## src/assert_macros.svh

```systemverilog
// assertion helpers shared by the rtl files
// each macro expands to one labeled concurrent assertion clocked on clk
`ifndef ASSERT_MACROS_SVH
`define ASSERT_MACROS_SVH

// checked only outside reset
`define ASSERT_CLK(lbl, prop, msg) \
  lbl: assert property (@(posedge clk) disable iff (rst) prop) else $error(msg);

// checked during reset too
`define ASSERT_ALWAYS(lbl, prop, msg) \
  lbl: assert property (@(posedge clk) prop) else $error(msg);

`endif

```

## src/ddo_pkg.sv

```systemverilog
`timescale 1ns / 1ps
// ----------------------------------------------------------------------------
// ddo_pkg
// Shared types, constants and the arctangent table of the odometry core.
// ----------------------------------------------------------------------------
package ddo_pkg;

  localparam int CORDIC_STEPS_DEF = 16;
  localparam int ATAN_ENTRIES     = 30;

  localparam int CIRC_W   = 20;
  localparam int INV_AX_W = 24;
  localparam int SPEED_W  = 24;
  localparam int TIME_W   = 32;
  localparam int OUT_W    = 32;
  localparam int CFG_IDX_W = 1;
  localparam int CFG_DATA_W = 24;
  localparam int CV_W     = 34;   // cordic vector and angle width

  localparam logic [CFG_IDX_W-1:0] REG_CIRC     = 1'd0;
  localparam logic [CFG_IDX_W-1:0] REG_INV_AXLE = 1'd1;

  localparam logic [CIRC_W-1:0]   CIRC_RESET   = 20'd32768;
  localparam logic [INV_AX_W-1:0] INV_AX_RESET = 24'd65536;

  // 2^32 / (2*pi), rounded
  localparam logic [29:0] INV_TWO_PI_BAM = 30'd683565276;
  // cordic gain compensation in q4.30
  localparam logic signed [CV_W-1:0] CORDIC_GAIN_Q30 = 34'sd652032874;

  typedef struct packed {
    logic        start;
    logic [31:0] angle;
  } cordic_req_t;

  typedef struct packed {
    logic                   done;
    logic signed [CV_W-1:0] cs;
    logic signed [CV_W-1:0] sn;
  } cordic_out_t;

  // arctangent of 2^-i in binary-angle units
  function automatic logic [31:0] atan_bam(logic [4:0] i);
    logic [31:0] r;
    case (i)
      5'd0:    r = 32'h20000000;
      5'd1:    r = 32'h12E4051E;
      5'd2:    r = 32'h09FB385B;
      5'd3:    r = 32'h051111D4;
      5'd4:    r = 32'h028B0D43;
      5'd5:    r = 32'h0145D7E1;
      5'd6:    r = 32'h00A2F61E;
      5'd7:    r = 32'h00517C55;
      5'd8:    r = 32'h0028BE53;
      5'd9:    r = 32'h00145F2F;
      5'd10:   r = 32'h000A2F98;
      5'd11:   r = 32'h000517CC;
      5'd12:   r = 32'h00028BE6;
      5'd13:   r = 32'h000145F3;
      5'd14:   r = 32'h0000A2FA;
      5'd15:   r = 32'h0000517D;
      5'd16:   r = 32'h000028BE;
      5'd17:   r = 32'h0000145F;
      5'd18:   r = 32'h00000A30;
      5'd19:   r = 32'h00000518;
      5'd20:   r = 32'h0000028C;
      5'd21:   r = 32'h00000146;
      5'd22:   r = 32'h000000A3;
      5'd23:   r = 32'h00000051;
      5'd24:   r = 32'h00000029;
      5'd25:   r = 32'h00000014;
      5'd26:   r = 32'h0000000A;
      5'd27:   r = 32'h00000005;
      5'd28:   r = 32'h00000003;
      5'd29:   r = 32'h00000001;
      default: r = 32'h00000000;
    endcase
    return r;
  endfunction

endpackage

```

## src/ddo_cordic.sv

```systemverilog
`timescale 1ns / 1ps
// ----------------------------------------------------------------------------
// ddo_cordic
// Iterative rotation-mode cordic, one micro-rotation per cycle, giving
// cosine and sine in q4.30 of a binary angle.
// ----------------------------------------------------------------------------
module ddo_cordic #(
  parameter int STEPS = ddo_pkg::CORDIC_STEPS_DEF
) (
  input  logic                 clk,
  input  logic                 rst,
  input  ddo_pkg::cordic_req_t req,
  output ddo_pkg::cordic_out_t res
);
  import ddo_pkg::*;

  localparam int IW = (STEPS > 1) ? $clog2(STEPS) : 1;

  logic                   busy;
  logic                   done;
  logic [IW-1:0]          iter;
  logic [1:0]             quad;
  logic signed [CV_W-1:0] x;
  logic signed [CV_W-1:0] y;
  logic signed [CV_W-1:0] z;

  logic [1:0]             quad_in;
  logic [31:0]            rem;
  logic signed [CV_W-1:0] xs;
  logic signed [CV_W-1:0] ys;
  logic signed [CV_W-1:0] at;

  // fold to the nearest quarter turn, residual in [-2^29, 2^29)
  assign quad_in = 2'((req.angle + 32'h20000000) >> 30);
  assign rem     = req.angle - {quad_in, 30'd0};

  assign xs = x >>> iter;
  assign ys = y >>> iter;
  assign at = {2'd0, atan_bam(5'(iter))};

  always_ff @(posedge clk) begin
    if (rst) begin
      busy <= 1'b0;
      done <= 1'b0;
      iter <= '0;
    end else begin
      done <= 1'b0;
      if (req.start) begin
        busy <= 1'b1;
        iter <= '0;
      end else if (busy) begin
        iter <= iter + 1'b1;
        if (iter == IW'(STEPS - 1)) begin
          busy <= 1'b0;
          done <= 1'b1;
        end
      end
    end
  end

  always_ff @(posedge clk) begin
    if (req.start) begin
      x    <= CORDIC_GAIN_Q30;
      y    <= '0;
      z    <= {{2{rem[31]}}, rem};
      quad <= quad_in;
    end else if (busy) begin
      if (!z[CV_W-1]) begin
        x <= x - ys;
        y <= y + xs;
        z <= z - at;
      end else begin
        x <= x + ys;
        y <= y - xs;
        z <= z + at;
      end
    end
  end

  // exact quarter-turn rotation of the result
  always_comb begin
    res.done = done;
    case (quad)
      2'd0: begin
        res.cs = x;
        res.sn = y;
      end
      2'd1: begin
        res.cs = -y;
        res.sn = x;
      end
      2'd2: begin
        res.cs = -x;
        res.sn = -y;
      end
      default: begin
        res.cs = y;
        res.sn = -x;
      end
    endcase
  end

endmodule
```

## config.mk

```make
export PLATFORM = sky130hd
export DESIGN_NAME = ddo_cordic
export DESIGN_NICKNAME = d
export VERILOG_FILES = /design/src/assert_macros.svh /design/src/ddo_pkg.sv /design/src/ddo_cordic.sv
export SDC_FILE = /design/constraint.sdc
export NUM_CORES = 1
export LEC_CHECK = 0
export ABC_CLOCK_PERIOD_IN_PS = 18000
export BUFFER_PORTS_ARGS = -buffer_cell sky130_fd_sc_hd__buf_2
export CAP_MARGIN = 30
export CORE_MARGIN = 8
export CORE_UTILIZATION = 45
export DETAILED_ROUTE_END_ITERATION = 8
export PLACE_DENSITY = 0.6
export REMOVE_ABC_BUFFERS = 1
export SLEW_MARGIN = 20
export SYNTH_ARGS = -nofsm -noshare
export SYNTH_HDL_FRONTEND = slang
export SYNTH_SLANG_ARGS = --single-unit
```

## constraint.sdc

```tcl
create_clock -name clk -period 18 [get_ports clk]
set_clock_uncertainty 0.1 [all_clocks]
set_input_delay 2.7 -clock clk [delete_from_list [all_inputs] [get_ports clk]]
set_output_delay 2.7 -clock clk [all_outputs]
set_load 0.05 [all_outputs]
```

# Yosys cells after proc, flatten, opt, wreduce, memory -nomap -nowiden
# Memories as Yosys holds them, arrays and structs flattened. A register that Yosys moved wholly into a read port is not among the register bits.
# Cells that the tools add are included.
[totals]
output_inout_bits = 69
reg_bits = 110
inputBits = 35
memories = 1
rom_bits = 480
wordCells = 41
[memory_table]
columns = ["name", "words", "width", "rd", "rd_clocked_by_memory_dff", "write_ports", "line", "rtl"]
rows = [
  ["(name not given)", 16, 30, 1, 1, 0, "ddo_pkg.sv:45", "case (i)"],
]
[op_classes]
n_reduce_logical = 4
bitwise = 1
n_eq_ne = 3
n_addsub = 11
muxes = 12
shifts = 2
[op_table]
columns = ["operator", "count"]
rows = [
  ["case mux 68 bit (3 select lines)", 1],
  ["two-way mux 34 bit", 5],
  ["adder 34 bit", 2],
  ["negator 34 bit", 2],
  [">>> shifter 34 x 4 -> 34 bit", 2],
  ["subtractor 34 bit", 2],
  ["adder 34 x 33 -> 34 bit", 1],
  ["subtractor 34 x 33 -> 34 bit", 1],
  ["adder 32 x 30 -> 32 bit, second input constant", 1],
  ["subtractor 32 bit", 1],
  ["two-way mux 4 bit", 2],
  ["adder 4 x 1 -> 4 bit, second input constant", 1],
  ["== test 4 bit, second input constant", 1],
  ["two-way mux 1 bit", 4],
  ["OR reduction 3 bit", 1],
  ["== test 2 x 1 -> 1 bit, second input constant", 1],
  ["== test 2 bit, second input constant", 1],
  ["logical NOT 2 bit", 1],
  ["nonzero test 2 bit", 1],
  ["OR reduction 2 bit", 1],
  ["inverter 1 bit", 1],
]

# Logic depth before layout (Yosys ltp)
[logic_depth]
ltp_word = 4
depth_mapped = 28
ltp_nobuf = 24

# Least setup slack after synthesis
# No wires, ideal clock.
[synth_path]
path_type = "register to output"
start = "register y[2]"
end = "output port res[29] (netlist bit)"
arrival_ps = 3727
path_stages_with_launch = 12
n_path_buf = 1
setup_slack_ps = 11473
t_required_ps = 15200
path_cell_list = "dfxtp_1 -> buf_6 -> nor4_4 -> nand2_1 -> or3_4 -> nor3_4 -> nand2_1 -> or3_1 -> or2_2 -> o31ai_1 -> xor2_1 -> o21ai_0"
[synth_lines]
columns = ["element", "line", "rtl"]
rows = [
  ["start: declaration", "ddo_cordic.sv:24", "logic signed [CV_W-1:0] y;"],
  ["start signal: assignment", "ddo_cordic.sv:70", "y <= y + xs;"],
  ["start signal: assignment", "ddo_cordic.sv:74", "y <= y - xs;"],
  ["end: declaration", "ddo_cordic.sv:13", "output ddo_pkg::cordic_out_t res"],
]

==> results.sh <==
export IMPL_result_of_the_run="finished clean"
export IMPL_globalRoute_totalOverflow=0
export IMPL_worstMarginPinSlew_ns=0.9832
export IMPL_pin_count=104
export IMPL_multi_input_comb_area_um2=14770
export IMPL_grt_first_pass_wirelength_um=94100
export IMPL_crit_path_start="y[2]$_SDFFE_PP0P_"
export IMPL_switch_pwr_mw=2.287
export IMPL_postRouteWirelength_um=59220
export IMPL_drt_iter0_markers=1611
export IMPL_timing_critical_path_to="res[33]"
export IMPL_fp_dieArea_um2=49010
export IMPL_cts_setup_buffers=0
export IMPL_endpoint_kind="primary output"
export IMPL_gr_usage_met1_pct=32.79
export IMPL_synth_seq_area_share_pct=16.66
export IMPL_worst_setup_path_type="reg -> out"
export IMPL_grtUsageMet2_pct=35.80
export IMPL_timing_critical_path_from_type="register"
export IMPL_pwr_share_comb_pct=75.0
export IMPL_flop_and_latch_count_out_of_synthesis=140
export IMPL_route_detailed_drc=0
export IMPL_reg2reg_setup_slack_ns=11.23
export IMPL_timing_setup_tns_ns=0
export IMPL_switching_share_of_power_pct=54.13
export IMPL_ctsRootBufferMaster="sky130_fd_sc_hd__clkbuf_16"
export IMPL_power_leakage_nw=8.352
export IMPL_antenna_cells_inserted=0
export IMPL_crit_path_max_incr_delay_ns=0.50
export IMPL_cts_clk_slew_worst_paths_ns=0.06
export IMPL_relSlewSlack_pct=34.21
export IMPL_global_route_peak_usage_layer="met2"
export IMPL_fp_dieW_um=221.4
export IMPL_place_detailed_hpwl_um=43720
export IMPL_cts_sinks=140
export IMPL_crit_reg2reg_capture="x[29]$_SDFFE_PP1P_"
export IMPL_synth_lib_cells_used_distinct=100
export IMPL_final_period_minus_worst_setup_slack_ns=6.936
export IMPL_vias=18200
export IMPL_antenna_found_initial=0
export IMPL_worst_r2r_path_depth=21
export IMPL_filler_cell_count=4099
export IMPL_synth_async_reset_ratio_pct=0
export IMPL_cts_htree_levels=4
export IMPL_p_int_mw=1.938
export IMPL_rsz0062_at_grt="no"
export IMPL_drt_vias_per_instance=6.127
export IMPL_worstPathArrival_ns=4.14
export IMPL_final_seq_area_um2=3177
export IMPL_gr_usage_met3_pct=3.029
export IMPL_core_region_area_um2=41760
export IMPL_hold_buffers=0
export IMPL_max_freq_ghz=0.1442
export IMPL_gpl_congestion=0.9369
export IMPL_die_height_um=221.4
export IMPL_number_of_warnings_issued_by_yosys=0
export IMPL_critical_path_reg2reg_startpoint="iter[1]$_SDFFE_PP0P_"
export IMPL_grt_start_max_net_pins=99
export IMPL_power_density_nw_per_um2=209.8
export IMPL_finalNetCount=2571
export IMPL_finalCoreUtilization_pct=48.23
export IMPL_per_instance_average_area_after_synthesis_um2=7.714
export IMPL_finalMaxSlewViolations=0
export IMPL_fin_crit_sh_pct=38.53
export IMPL_timing_critical_path_max_delay_family="simple AND/OR/NAND/NOR gates"
export IMPL_cts_resized_gates=0
export IMPL_drv_max_cap_violation_count=0
export IMPL_cp_slowest_cell="sky130_fd_sc_hd__nor4_4"
export IMPL_synth_edf_count=36
export IMPL_number_of_buffers_inserted_during_clock_tree_synthesis=17
export IMPL_wp_depth=12
export IMPL_cp_required_ns=15.20
export IMPL_clkPwrFrac_pct=9.0
export IMPL_area_growth_synth_to_final_pct=6.090
export IMPL_syn_inst=2461
export IMPL_initial_utilization_pct=45.46
export IMPL_detail_route_wl_per_cell_um=19.93
export IMPL_worstHoldPathType="reg -> reg"
export IMPL_clkLatencyLatePin_ns=0.46
export IMPL_crit_path_cell_trace="nor4_4 > nand2_1 > or3_4 > nor3_4 > nand2_1 > or3_1 > nor2_1 > nand2_1 > o31ai_1 > xor2_1 > o21ai_0 > buf_2"
export IMPL_setup_violations_final=0
export IMPL_timing_final_hold_violations=0
export IMPL_maximum_buffer_depth_of_the_clock_tree=2
export IMPL_sequentialPowerShare_pct=16.0
export IMPL_critPathBufInv=1
export IMPL_postPlaceCellArea_um2=19480
export IMPL_cp_common_cell="sky130_fd_sc_hd__nand2_1"
export IMPL_crit_path_max_fanout=9
export IMPL_io_buffers=103
export IMPL_post_route_cell_area_um2=20140
export IMPL_fp_row_count=75
export IMPL_drt_pre_antenna_iters=6
export IMPL_fraction_of_final_layout_cells_with_drive_strength_greater_than_1_pct=12.58
export IMPL_number_of_global_route_vias_before_repair=17150
export IMPL_yosys_most_used_dff="sky130_fd_sc_hd__dfxtp_1"
export IMPL_postRouteAntennaNets=0
export IMPL_largest_vdd_supply_drop_v=0.0001049
export IMPL_netlist_area_um2=18980
export IMPL_grt_total_usage_pct=23.37
export IMPL_tritoncts="built"
cells by family (layout without fill, tap and decap cells):
kind of cell,Yosys count,count (layout),synth area share [%]
simple gates,760,760,18.92
compound gates,743,743,24.67
xor+xnor,272,272,12.55
buf+inv,239,210,5.510
mux,190,190,13.85
flops,140,140,16.66
fa+ha+maj,117,117,7.830
cells in the final DEF, fill, tap and decap left out, drive strengths merged, types with 26 or more instances in the layout:
cell type	synthesis	final
a21o	60	60
a211oi	26	26
nor3	47	47
mux2	39	39
nand2b	34	34
ha	114	114
dfxtp	104	104
xor2	105	105
mux2i	98	98
mux4	53	53
a31oi	36	36
nor2	223	223
buf	75	125
a21oi	238	238
inv	51	56
nand2	263	263
o21ai	189	189
edfxtp	36	36
nand3	39	39
xnor2	167	167
worst min path at each step:
stage                            from                 to  slack [ns]  cells after the start
global placement    y[0]$_SDFFE_PP0P_  y[0]$_SDFFE_PP0P_        0.46                      2
global route        y[1]$_SDFFE_PP0P_  y[1]$_SDFFE_PP0P_        0.53                      2
CTS                 y[0]$_SDFFE_PP0P_  y[0]$_SDFFE_PP0P_        0.47                      2
floorplan           y[0]$_SDFFE_PP0P_  y[0]$_SDFFE_PP0P_        0.40                      2
detailed placement  y[0]$_SDFFE_PP0P_  y[0]$_SDFFE_PP0P_        0.46                      2
finish              y[0]$_SDFFE_PP0P_  y[0]$_SDFFE_PP0P_        0.47                      2
power groups by stage:
stage / registers (mW) / clock network, mW / logic [mW]
CTS: 0.668 / 0.389 / 3.14
finish: 0.676 / 0.380 / 3.17
global placement: 0.672 / 0 / 3.09
global route: 0.686 / 0.398 / 3.50
detailed placement: 0.675 / 0 / 3.11
floorplan: 0.588 / 0 / 2.52
synthesized netlist by cell type, drive strengths merged, types with 16 or more instances:
library cell	count	area, um2
a211oi	26	200.2
a21o	60	450.4
a21oi	238	1202
a221oi	16	177.7
a31oi	36	225.2
and2	25	156.4
and3	19	118.9
buf	75	430.4
clkbuf	111	416.7
dfxtp	104	2082
edfxtp	36	1081
ha	114	1426
inv	51	191.4
mux2	39	442.9
mux2i	98	993.4
mux4	53	1194
nand2	263	992.2
nand2b	34	212.7
nand3	39	205.2
nor2	223	852.1
nor2b	25	156.4
nor3	47	246.5
o21a	24	180.2
o21ai	189	949.7
o31ai	24	180.2
or3	16	110.1
xnor2	167	1463
xor2	105	919.6
flip-flops by register name, indices dropped and copies added, names as in the netlist:
register and flops:
y 34, x 34, done 1, iter 4, at 30, quad 2, z 34, busy 1
area by class of cell:
type                    count  area share [%]
multi-input cells        2082           73.36
flip-flops and latches    140           15.77
repair buffers            125           3.492
well taps                 539           3.349
clock buffers              21           2.448
inverters                  53          0.9878
clock inverters            11          0.5902
metal layers:
| layer | vias to the layer above | routed length [um] |
|---|---|---|
| met5 | - | 0 |
| met4 | 0 | 1965 |
| met3 | 96 | 3692 |
| met2 | 665 | 25520 |
| met1 | 8598 | 28040 |
| li1 | 8844 | - |
through the flow:
step	hold slack [ns]	power [mW]	std cells	setup slack [ns]
3_5_place_dp	0.4640	3.790	2936	11.45
4_1_cts	0.4733	4.194	2968	11.07
2_1_floorplan	0.4022	3.106	2275	9.993
3_3_place_gp	0.4620	3.757	2936	11.61
5_1_grt	0.5285	4.581	2971	10.76
6_report	0.4736	4.225	2971	11.06
worst register-to-register path, stage by stage (launching register included):
cell and delay (ns):
sky130_fd_sc_hd__dfxtp_4 0.53, sky130_fd_sc_hd__buf_4 0.75, sky130_fd_sc_hd__or2_2 0.47, sky130_fd_sc_hd__o22ai_1 0.17, sky130_fd_sc_hd__o31ai_1 0.38, sky130_fd_sc_hd__ha_1 0.25
sky130_fd_sc_hd__inv_1 0.07, sky130_fd_sc_hd__nor4b_2 0.58, sky130_fd_sc_hd__nor2_1 0.11, sky130_fd_sc_hd__xnor2_1 0.23, sky130_fd_sc_hd__ha_1 0.32, sky130_fd_sc_hd__a2111oi_0 0.39
sky130_fd_sc_hd__o21ai_0 0.24, sky130_fd_sc_hd__a22oi_1 0.55, sky130_fd_sc_hd__nand4_1 0.22, sky130_fd_sc_hd__and3_1 0.23, sky130_fd_sc_hd__or3_1 0.38, sky130_fd_sc_hd__a21oi_1 0.23
sky130_fd_sc_hd__nor2b_1 0.07, sky130_fd_sc_hd__o21ai_0 0.16, sky130_fd_sc_hd__a21oi_1 0.09, sky130_fd_sc_hd__o22a_1 0.15
Note: power is estimated with default switching activity, not from simulation.
